<file path="src/rtl/four_function_calculator_core_defines.svh">
// Assertion macros for the calculator core
`ifndef FOUR_FUNCTION_CALCULATOR_CORE_DEFINES_SVH
`define FOUR_FUNCTION_CALCULATOR_CORE_DEFINES_SVH

`ifndef ASSERT_OFF
`define FFC_ASSERT(label, prop) \
    label: assert property (@(posedge clk) disable iff (!rst_n) (prop)) \
        else $error("calculator core assertion failed");
`define FFC_ASSERT_NEVER(label, expr) \
    label: assert property (@(posedge clk) disable iff (!rst_n) !(expr)) \
        else $error("calculator core forbidden condition seen");
`else
`define FFC_ASSERT(label, prop)
`define FFC_ASSERT_NEVER(label, expr)
`endif

`endif

</file>
<file path="src/rtl/ffc_pkg.sv">
// Shared types and constants for the calculator core
`default_nettype none

package ffc_pkg;

    localparam int DISPLAY_WIDTH = 64;
    localparam logic [3:0] RADIX = 4'd10;

    typedef enum logic [2:0] {
        CMD_DIGIT  = 3'd0,
        CMD_CLEAR  = 3'd1,
        CMD_ADD    = 3'd2,
        CMD_SUB    = 3'd3,
        CMD_MUL    = 3'd4,
        CMD_DIV    = 3'd5,
        CMD_EQUALS = 3'd6
    } cmd_t;

    typedef enum logic [2:0] {
        OP_NONE = 3'd0,
        OP_ADD  = 3'd2,
        OP_SUB  = 3'd3,
        OP_MUL  = 3'd4,
        OP_DIV  = 3'd5
    } op_t;

    typedef struct packed {
        cmd_t       cmd;
        logic [3:0] digit_value;
    } key_t;

    typedef struct packed {
        logic signed [DISPLAY_WIDTH-1:0] display_value;
        logic                            divide_error;
    } result_t;

    typedef struct packed {
        logic start;
        op_t  op;
    } alu_req_t;

    typedef struct packed {
        logic done;
        logic div_zero;
    } alu_rsp_t;

    function automatic op_t cmd_to_op(input cmd_t cmd);
        op_t op;
        case (cmd)
            CMD_ADD: op = OP_ADD;
            CMD_SUB: op = OP_SUB;
            CMD_MUL: op = OP_MUL;
            CMD_DIV: op = OP_DIV;
            default: op = OP_NONE;
        endcase
        return op;
    endfunction

endpackage

`default_nettype wire

</file>
<file path="src/rtl/ffc_seq_alu.sv">
// Shared add/subtract, iterative shift-add multiply and restoring divide unit
`default_nettype none

module ffc_seq_alu #(
    parameter int VALUE_WIDTH = 64
) (
    input  wire                            clk,
    input  wire                            rst_n,
    input  ffc_pkg::alu_req_t              req,
    input  wire        [VALUE_WIDTH-1:0]   a,
    input  wire        [VALUE_WIDTH-1:0]   b,
    output ffc_pkg::alu_rsp_t              rsp,
    output logic       [VALUE_WIDTH-1:0]   result
);
    import ffc_pkg::*;

    localparam int W    = VALUE_WIDTH;
    localparam int CntW = $clog2(VALUE_WIDTH);

    typedef enum logic [1:0] {
        S_IDLE,
        S_ITER,
        S_FIX,
        S_DONE
    } state_t;

    state_t          state_reg, state_next;
    op_t             op_reg, op_next;
    logic [CntW-1:0] cnt_reg, cnt_next;
    logic [W-1:0]    acc_reg, acc_next;      // product, or remainder
    logic [W-1:0]    mcand_reg, mcand_next;  // multiplicand, or divisor
    logic [W-1:0]    mplier_reg, mplier_next; // multiplier, or dividend/quotient
    logic            neg_reg, neg_next;
    logic            dz_reg, dz_next;
    logic [W-1:0]    result_reg, result_next;

    logic [W-1:0]    add_a, add_b;
    logic            add_cin;
    logic [W:0]      sum;
    logic [W-1:0]    rem_sh;
    logic [W-1:0]    mag_a, mag_b;

    assign rem_sh = {acc_reg[W-2:0], mplier_reg[W-1]};
    assign mag_a  = a[W-1] ? (~a + W'(1)) : a;
    assign mag_b  = b[W-1] ? (~b + W'(1)) : b;

    // one shared W-bit adder
    always_comb
    begin
        add_a   = acc_reg;
        add_b   = '0;
        add_cin = 1'b0;
        case (state_reg)
            S_IDLE:
            begin
                add_a = a;
                if (req.op == OP_SUB)
                begin
                    add_b   = ~b;
                    add_cin = 1'b1;
                end
                else
                begin
                    add_b = b;
                end
            end
            S_ITER:
            begin
                if (op_reg == OP_DIV)
                begin
                    add_a   = rem_sh;
                    add_b   = ~mcand_reg;
                    add_cin = 1'b1;
                end
                else
                begin
                    add_a = acc_reg;
                    add_b = mplier_reg[0] ? mcand_reg : '0;
                end
            end
            S_FIX:
            begin
                add_a   = '0;
                add_b   = neg_reg ? ~mplier_reg : mplier_reg;
                add_cin = neg_reg;
            end
            default: ;
        endcase
    end

    assign sum = {1'b0, add_a} + {1'b0, add_b} + {{W{1'b0}}, add_cin};

    always_comb
    begin
        state_next  = state_reg;
        op_next     = op_reg;
        cnt_next    = cnt_reg;
        acc_next    = acc_reg;
        mcand_next  = mcand_reg;
        mplier_next = mplier_reg;
        neg_next    = neg_reg;
        dz_next     = dz_reg;
        result_next = result_reg;
        case (state_reg)
            S_IDLE:
            begin
                if (req.start)
                begin
                    op_next  = req.op;
                    dz_next  = 1'b0;
                    cnt_next = CntW'(VALUE_WIDTH - 1);
                    case (req.op)
                        OP_ADD, OP_SUB:
                        begin
                            result_next = sum[W-1:0];
                            state_next  = S_DONE;
                        end
                        OP_MUL:
                        begin
                            acc_next    = '0;
                            mcand_next  = a;
                            mplier_next = b;
                            state_next  = S_ITER;
                        end
                        OP_DIV:
                        begin
                            if (b == '0)
                            begin
                                dz_next     = 1'b1;
                                result_next = b;
                                state_next  = S_DONE;
                            end
                            else
                            begin
                                acc_next    = '0;
                                mcand_next  = mag_b;
                                mplier_next = mag_a;
                                neg_next    = a[W-1] ^ b[W-1];
                                state_next  = S_ITER;
                            end
                        end
                        default:
                        begin
                            result_next = b;
                            state_next  = S_DONE;
                        end
                    endcase
                end
            end
            S_ITER:
            begin
                if (op_reg == OP_DIV)
                begin
                    // keep the difference when no borrow
                    acc_next    = sum[W] ? sum[W-1:0] : rem_sh;
                    mplier_next = {mplier_reg[W-2:0], sum[W]};
                end
                else
                begin
                    acc_next    = sum[W-1:0];
                    mcand_next  = {mcand_reg[W-2:0], 1'b0};
                    mplier_next = {1'b0, mplier_reg[W-1:1]};
                end
                cnt_next = cnt_reg - CntW'(1);
                if (cnt_reg == '0)
                begin
                    if (op_reg == OP_DIV)
                    begin
                        state_next = S_FIX;
                    end
                    else
                    begin
                        result_next = sum[W-1:0];
                        state_next  = S_DONE;
                    end
                end
            end
            S_FIX:
            begin
                result_next = sum[W-1:0];
                state_next  = S_DONE;
            end
            S_DONE:
            begin
                state_next = S_IDLE;
            end
            default:
            begin
                state_next = S_IDLE;
            end
        endcase
    end

    always_ff @(posedge clk or negedge rst_n)
    begin
        if (!rst_n)
        begin
            state_reg <= S_IDLE;
            op_reg    <= OP_NONE;
            cnt_reg   <= '0;
            neg_reg   <= 1'b0;
            dz_reg    <= 1'b0;
        end
        else
        begin
            state_reg <= state_next;
            op_reg    <= op_next;
            cnt_reg   <= cnt_next;
            neg_reg   <= neg_next;
            dz_reg    <= dz_next;
        end
    end

    always_ff @(posedge clk)
    begin
        acc_reg    <= acc_next;
        mcand_reg  <= mcand_next;
        mplier_reg <= mplier_next;
        result_reg <= result_next;
    end

    assign rsp.done     = (state_reg == S_DONE);
    assign rsp.div_zero = dz_reg;
    assign result       = result_reg;

endmodule

`default_nettype wire

</file>
<file path="src/rtl/four_function_calculator_core.sv">
// Calculator core: key sequencer, operand state and result register
`default_nettype none

`include "four_function_calculator_core_defines.svh"

// Takes one key beat at a time and returns one result beat per key: the value on
// display and a divide-by-zero flag. Digit, clear, equals with nothing pending,
// an unused code and an operator that applies nothing go straight to the output
// stage; add, subtract, multiply and divide first pass through the shared unit,
// whose multiply and divide run a shift-add / restoring-divide loop, one bit per
// cycle. The key port is not ready while a key is in work; it is ready again
// once the result sits in the output register, even if that beat has not yet
// been taken.
module four_function_calculator_core #(
    parameter int VALUE_WIDTH = 64
) (
    input  wire                 clk,
    input  wire                 rst_n,
    input  wire                 key_valid,
    output logic                key_ready,
    input  ffc_pkg::key_t       key,
    output logic                result_valid,
    input  wire                 result_ready,
    output ffc_pkg::result_t    result
);
    import ffc_pkg::*;

    localparam int W = VALUE_WIDTH;

    typedef enum logic [1:0] {
        ST_IDLE,
        ST_EXEC,
        ST_PUSH
    } state_t;

    state_t       state_reg, state_next;
    logic [W-1:0] entry_reg, entry_next;
    logic [W-1:0] held_reg, held_next;
    op_t          pend_reg, pend_next;
    op_t          cmd_reg, cmd_next;     // operator to store after the apply
    logic         fresh_reg, fresh_next; // next digit starts a new number
    logic         err_reg, err_next;
    logic         rv_reg, rv_next;
    result_t      result_reg, result_next;

    alu_req_t     alu_req;
    alu_rsp_t     alu_rsp;
    logic [W-1:0] alu_result;
    logic [W-1:0] entry_x10;
    logic [W-1:0] entry_done;
    logic         key_fire;

    assign key_ready  = (state_reg == ST_IDLE);
    assign key_fire   = key_valid && key_ready;
    assign entry_x10  = (entry_reg << 3) + (entry_reg << 1) + W'(key.digit_value);
    assign entry_done = alu_rsp.div_zero ? entry_reg : alu_result;

    ffc_seq_alu #(
        .VALUE_WIDTH(VALUE_WIDTH)
    ) u_alu (
        .clk    (clk),
        .rst_n  (rst_n),
        .req    (alu_req),
        .a      (held_reg),
        .b      (entry_reg),
        .rsp    (alu_rsp),
        .result (alu_result)
    );

    always_comb
    begin
        state_next  = state_reg;
        entry_next  = entry_reg;
        held_next   = held_reg;
        pend_next   = pend_reg;
        cmd_next    = cmd_reg;
        fresh_next  = fresh_reg;
        err_next    = err_reg;
        rv_next     = rv_reg;
        result_next = result_reg;
        alu_req     = '{start: 1'b0, op: pend_reg};

        // drop the output beat once taken
        if (result_ready)
        begin
            rv_next = 1'b0;
        end

        case (state_reg)
            ST_IDLE:
            begin
                if (key_fire)
                begin
                    err_next   = 1'b0;
                    state_next = ST_PUSH;
                    case (key.cmd)
                        CMD_DIGIT:
                        begin
                            if (key.digit_value < RADIX)
                            begin
                                entry_next = fresh_reg ? W'(key.digit_value) : entry_x10;
                                fresh_next = 1'b0;
                            end
                        end
                        CMD_CLEAR:
                        begin
                            entry_next = '0;
                            held_next  = '0;
                            pend_next  = OP_NONE;
                            fresh_next = 1'b1;
                        end
                        CMD_ADD, CMD_SUB, CMD_MUL, CMD_DIV:
                        begin
                            if (!fresh_reg && pend_reg != OP_NONE)
                            begin
                                alu_req.start = 1'b1;
                                cmd_next      = cmd_to_op(key.cmd);
                                state_next    = ST_EXEC;
                            end
                            else
                            begin
                                held_next  = entry_reg;
                                pend_next  = cmd_to_op(key.cmd);
                                fresh_next = 1'b1;
                            end
                        end
                        CMD_EQUALS:
                        begin
                            if (pend_reg != OP_NONE)
                            begin
                                alu_req.start = 1'b1;
                                cmd_next      = OP_NONE;
                                state_next    = ST_EXEC;
                            end
                            else
                            begin
                                fresh_next = 1'b1;
                            end
                        end
                        default: ;
                    endcase
                end
            end
            ST_EXEC:
            begin
                if (alu_rsp.done)
                begin
                    entry_next = entry_done;
                    if (cmd_reg != OP_NONE)
                    begin
                        held_next = entry_done;
                    end
                    pend_next  = cmd_reg;
                    fresh_next = 1'b1;
                    err_next   = alu_rsp.div_zero;
                    state_next = ST_PUSH;
                end
            end
            ST_PUSH:
            begin
                // hold until the output register is free
                if (!rv_reg || result_ready)
                begin
                    result_next.display_value = DISPLAY_WIDTH'($signed(entry_reg));
                    result_next.divide_error  = err_reg;
                    rv_next    = 1'b1;
                    state_next = ST_IDLE;
                end
            end
            default:
            begin
                state_next = ST_IDLE;
            end
        endcase
    end

    always_ff @(posedge clk or negedge rst_n)
    begin
        if (!rst_n)
        begin
            state_reg <= ST_IDLE;
            entry_reg <= '0;
            held_reg  <= '0;
            pend_reg  <= OP_NONE;
            cmd_reg   <= OP_NONE;
            fresh_reg <= 1'b1;
            err_reg   <= 1'b0;
            rv_reg    <= 1'b0;
        end
        else
        begin
            state_reg <= state_next;
            entry_reg <= entry_next;
            held_reg  <= held_next;
            pend_reg  <= pend_next;
            cmd_reg   <= cmd_next;
            fresh_reg <= fresh_next;
            err_reg   <= err_next;
            rv_reg    <= rv_next;
        end
    end

    always_ff @(posedge clk)
    begin
        result_reg <= result_next;
    end

    assign result_valid = rv_reg;
    assign result       = result_reg;

    `FFC_ASSERT(a_busy_after_key, key_fire |=> !key_ready)
    `FFC_ASSERT(a_done_in_exec, alu_rsp.done |-> (state_reg == ST_EXEC))
    `FFC_ASSERT(a_start_on_key, alu_req.start |-> (key_valid && key_ready))
    `FFC_ASSERT_NEVER(a_exec_without_op, (state_reg == ST_EXEC) && (pend_reg == OP_NONE))

endmodule

`default_nettype wire

</file>
<file path="config.mk">
export PLATFORM = sky130hd
export DESIGN_NAME = four_function_calculator_core
export DESIGN_NICKNAME = d
export VERILOG_FILES = /design/src/rtl/ffc_pkg.sv /design/src/rtl/ffc_seq_alu.sv /design/src/rtl/four_function_calculator_core.sv
export VERILOG_INCLUDE_DIRS = /design/src /design/src/rtl
export SDC_FILE = /design/constraint.sdc
export NUM_CORES = 2
export LEC_CHECK = 0
export ABC_AREA = 0
export BUFFER_PORTS_ARGS = -buffer_cell sky130_fd_sc_hd__buf_4
export CORE_MARGIN = 1
export CORE_UTILIZATION = 45
export CTS_CLUSTER_SIZE = 24
export DETAILED_ROUTE_END_ITERATION = 12
export GPL_TIMING_DRIVEN = 0
export PLACE_DENSITY = 0.7
export SLEW_MARGIN = 20
export SYNTH_ARGS = -nofsm -noshare
export SYNTH_HDL_FRONTEND = slang
export SYNTH_SLANG_ARGS = --single-unit
</file>
<file path="constraint.sdc">
create_clock -name clk -period 12.45 [get_ports clk]
set_input_delay 0.6225 -clock clk [delete_from_list [all_inputs] [get_ports clk]]
set_output_delay 0.6225 -clock clk [all_outputs]
set_load 0.05 [all_outputs]
</file>
==> flow_metrics.py <==
metrics = {
    "outcome": {
        "status": "finished clean",
    },
    "final_layout": {
        "n_fill_cell": 7646,
        "finalNetCount": 4646,
        "final_area_sq_um": 40500,
        "largest_reg_flops": 65,
        "area_growth_pct": 10.7,
        "layout-drive-gt1-share_pct": 5.14,
    },
    "yosys": {
        "synth_warnings": 0,
        "yosysTopAreaCellShare_pct": 26.3,
        "synth_common_cells": "nand2_1 (610), a21oi_1 (365), clkbuf_1 (347)",
        "synth_area_per_cell_sq_um": 8.53,
        "async_reset_ff_share_pct": 32.1,
        "synthFlopType": "edfxtp_1",
        "synth.most_common_cell": "nand2_1",
        "synth_area_leaders": "edfxtp_1 (26%), dfrtp_1 (10%), ha_1 (6.6%), nand2_1 (6.3%), xor2_1 (5.3%)",
        "synth_edf_count": 321,
        "ys_seq_area_share_pct": 36.7,
        "synthCells": 4292,
        "ys_ff_latch": 473,
        "synth_top_area_cell": "edfxtp_1",
        "syn_nets": 4500,
        "syn_area_sq_um": 36600,
        "yosysUniqueCellTypes": 85,
    },
    "floorplanning": {
        "rows": 104,
        "fp.dieArea_sq_um": 82500,
        "die_y_um": 287,
        "die_x_um": 287,
        "start_util_pct": 45.5,
        "pin_count": 78,
        "core_area_sq_um": 80500,
    },
    "timing": {
        "drv_slew": 0,
        "clock_skew_ns": 0.0287,
        "whs_ns": 0.317,
        "period_needed_ns": 10.13,
        "hold_violations": 0,
        "tns_ns": 0,
        "max-slew-margin-rel_pct": 12.2,
        "fin_crit_sh_pct": 81.4,
        "worstMarginPinSlew_ns": 1.32,
        "fmax_mhz": 98.7,
        "rsz0062_at_grt": "false",
        "setup_violations": 0,
    },
    "clock_tree": {
        "cts_sinks": 473,
        "cts_tree": "yes",
        "path_clk_slew_ns": 0.07,
        "cts_resized": 0,
        "cts_max_path_buffers": 3,
        "insertion_delay_ns": 0.65,
        "htreeDepth": 2,
        "cts_buffers": 50,
        "cts-root-buf": "clkbuf_16",
        "post-cts-setup-buffers": 0,
    },
    "placed_design": {
        "gp_congestion": 1.01,
        "hpwl_um": 109000,
        "io_buffers": 76,
        "dpl_cell_area_sq_um": 38800,
    },
    "route": {
        "ant_nets": 0,
        "drt-total-wl_um": 138000,
        "drcViolationCount": 0,
        "routedWlPerCell_um": 24.9,
        "drt_first_pass_iters": 10,
        "drt-initial-drc-count": 4615,
        "vias": 35100,
        "via_per_inst": 6.33,
    },
    "worst_setup_path": {
        "path_max_fanout": 10,
        "crit_family": "buffers and inverters",
        "crit_required_ns": 12.78,
        "start_kind": "flop",
        "critPathArrivalTime_ns": 10.46,
        "crit_path_end_kind": "flop",
        "worst_path_max_delay_cell": "clkbuf_1",
        "crit_buf_inv": 8,
        "path_cells": "inv_1 > ha_1 > clkbuf_1 > clkbuf_1 > clkbuf_1 > clkbuf_1 > a222oi_1 > fa_1 > inv_1 > fa_1 > a21o_1 > a221oi_1 > a211oi_1 > nor3b_1 > o21ai_1 > nor3_1 > o311ai_1 > o211ai_1 > o211ai_1 > clkbuf_1 > clkbuf_1 > o21ai_0",
        "crit_top_cell": "clkbuf_1",
        "path_class": "flop to flop",
        "critPathMaxStageDelay_ns": 0.92,
    },
    "flow_run": {
        "max_cap_violations": 0,
    },
    "min_path": {
        "worst_hold_path_type": "primary input to flop",
    },
    "global_route": {
        "antenna_found_initial": 1,
        "grt_pass1_vias": 32500,
        "grt_overflow": 0,
        "grt_max_degree": 89,
        "grt_pass1_wl_um": 204000,
        "grt_use_total_pct": 32.7,
    },
}
-- cell usage in the layout (no fill, tap or decap), types with 23 or more instances in the layout --
master     count
a211oi_1      64
a21o_1        66
a21oi_1      364
a222oi_1      64
a22o_1        65
a22oi_1      167
a31oi_1       64
buf_1         29
buf_4         76
clkbuf_1     360
clkbuf_16     52
dfrtp_1      151
edfxtp_1     321
ha_1         193
inv_1        117
mux2i_1       90
nand2_1      609
nand2b_1      25
nand3_1       38
nand4_1       39
nor2_1       344
nor3_1        31
o211ai_1      24
o21ai_0      327
o21bai_1      30
o31ai_1       55
or3_1         30
or4_1         23
xnor2_1      148
xor2_1       222
-- worst register-to-register path, cell delays in order, from the launching register on --
cell and delay [ns]:
dfrtp_1 0.45, inv_1 0.11, ha_1 0.14, clkbuf_1 0.74, clkbuf_1 0.66, clkbuf_1 0.84, clkbuf_1 0.92, a222oi_1 0.23
fa_1 0.59, inv_1 0.11, fa_1 0.22, a21o_1 0.16, a221oi_1 0.18, a211oi_1 0.51, nor3b_1 0.16, o21ai_1 0.41
nor3_1 0.21, o311ai_1 0.34, o211ai_1 0.20, o211ai_1 0.70, clkbuf_1 0.82, clkbuf_1 0.87, o21ai_0 0.24
-- cells by family after synthesis --
kind of cell,after synthesis,share of synthesized area [%]
DFF,473,36.7
buffers and inverters,505,5.26
adders and majority gates,197,6.81
xor gates and xnor gates,370,8.85
AOI/OAI and AO/OA,1425,25.2
and+or+nand+nor,1227,14.6
muxes,95,2.61
-- per-layer routing --
| layer | routed length [um] | part of all wire, % | GRT usage, % |
|---|---|---|---|
| met1 | 56000 | 41 | 44.9 |
| met2 | 58100 | 42 | 48.7 |
| met3 | 17400 | 13 | 8.07 |
| met4 | 6230 | 4.5 | 13.8 |
| met5 | 0 | 0 | 0 |
-- metrics by stage --
| step | utilization, % | setup slack [ns] | instances |
|---|---|---|---|
| 2_1_floorplan | - | 2.41 | 4292 |
| 5_1_grt | 50.3 | 2.25 | 5540 |
| 3_5_place_dp | 48.2 | 2.66 | 5445 |
| 6_report | 50.3 | 2.32 | 5540 |
| 4_1_cts | 50.3 | 2.62 | 5539 |
| 3_3_place_gp | 47.8 | -1.01 | 5428 |
-- cell type report --
type                            count  area [sq um]  share of cell area (%)
Antenna cell                        1          2.50                 0.00617
Buffer                            388          1490                    3.67
Clock buffer                       71          1430                    3.53
Clock inverter                     22           294                   0.725
Inverter                          117           439                    1.08
Multi-Input combinational cell   3314         21300                    52.5
Sequential cell                   473         13400                    33.2
Tap cell                         1060          1330                    3.27
Timing Repair Buffer               94           838                    2.07
-- final timing paths --
| path | start | end | slack, ns | cells past startpoint |
|---|---|---|---|---|
| max | u_alu.state_reg[1]$_DFFE_PN0P_ | u_alu.acc_reg[59]$_SDFFCE_PN0P_ | 2.32 | 22 |
| min | key[4] | cmd_reg[0]$_DFFE_PN0P_ | 0.32 | 3 |
| min reg2reg | entry_reg[62]$_DFFE_PN0P_ | result[63]$_DFFE_PP_ | 0.45 | 0 |
| max in group asynchronous | rst_n | fresh_reg$_DFFE_PN1P_ | 11.07 | 3 |
| min in group asynchronous | rst_n | held_reg[58]$_DFFE_PN0P_ | 0.52 | 2 |
| max reg2reg | u_alu.state_reg[1]$_DFFE_PN0P_ | u_alu.acc_reg[59]$_SDFFCE_PN0P_ | 2.32 | 22 |
-- what timing repair did --
action / 4_1_cts / 5_1_grt
endpoints found under the hold margin: 64 / 0
setup endpoints to repair: 0 / 0
hold buffers: 1 / 0
Power is not shown: default switching activity piles up to over one toggle a cycle in this logic, so the estimate is an artifact.
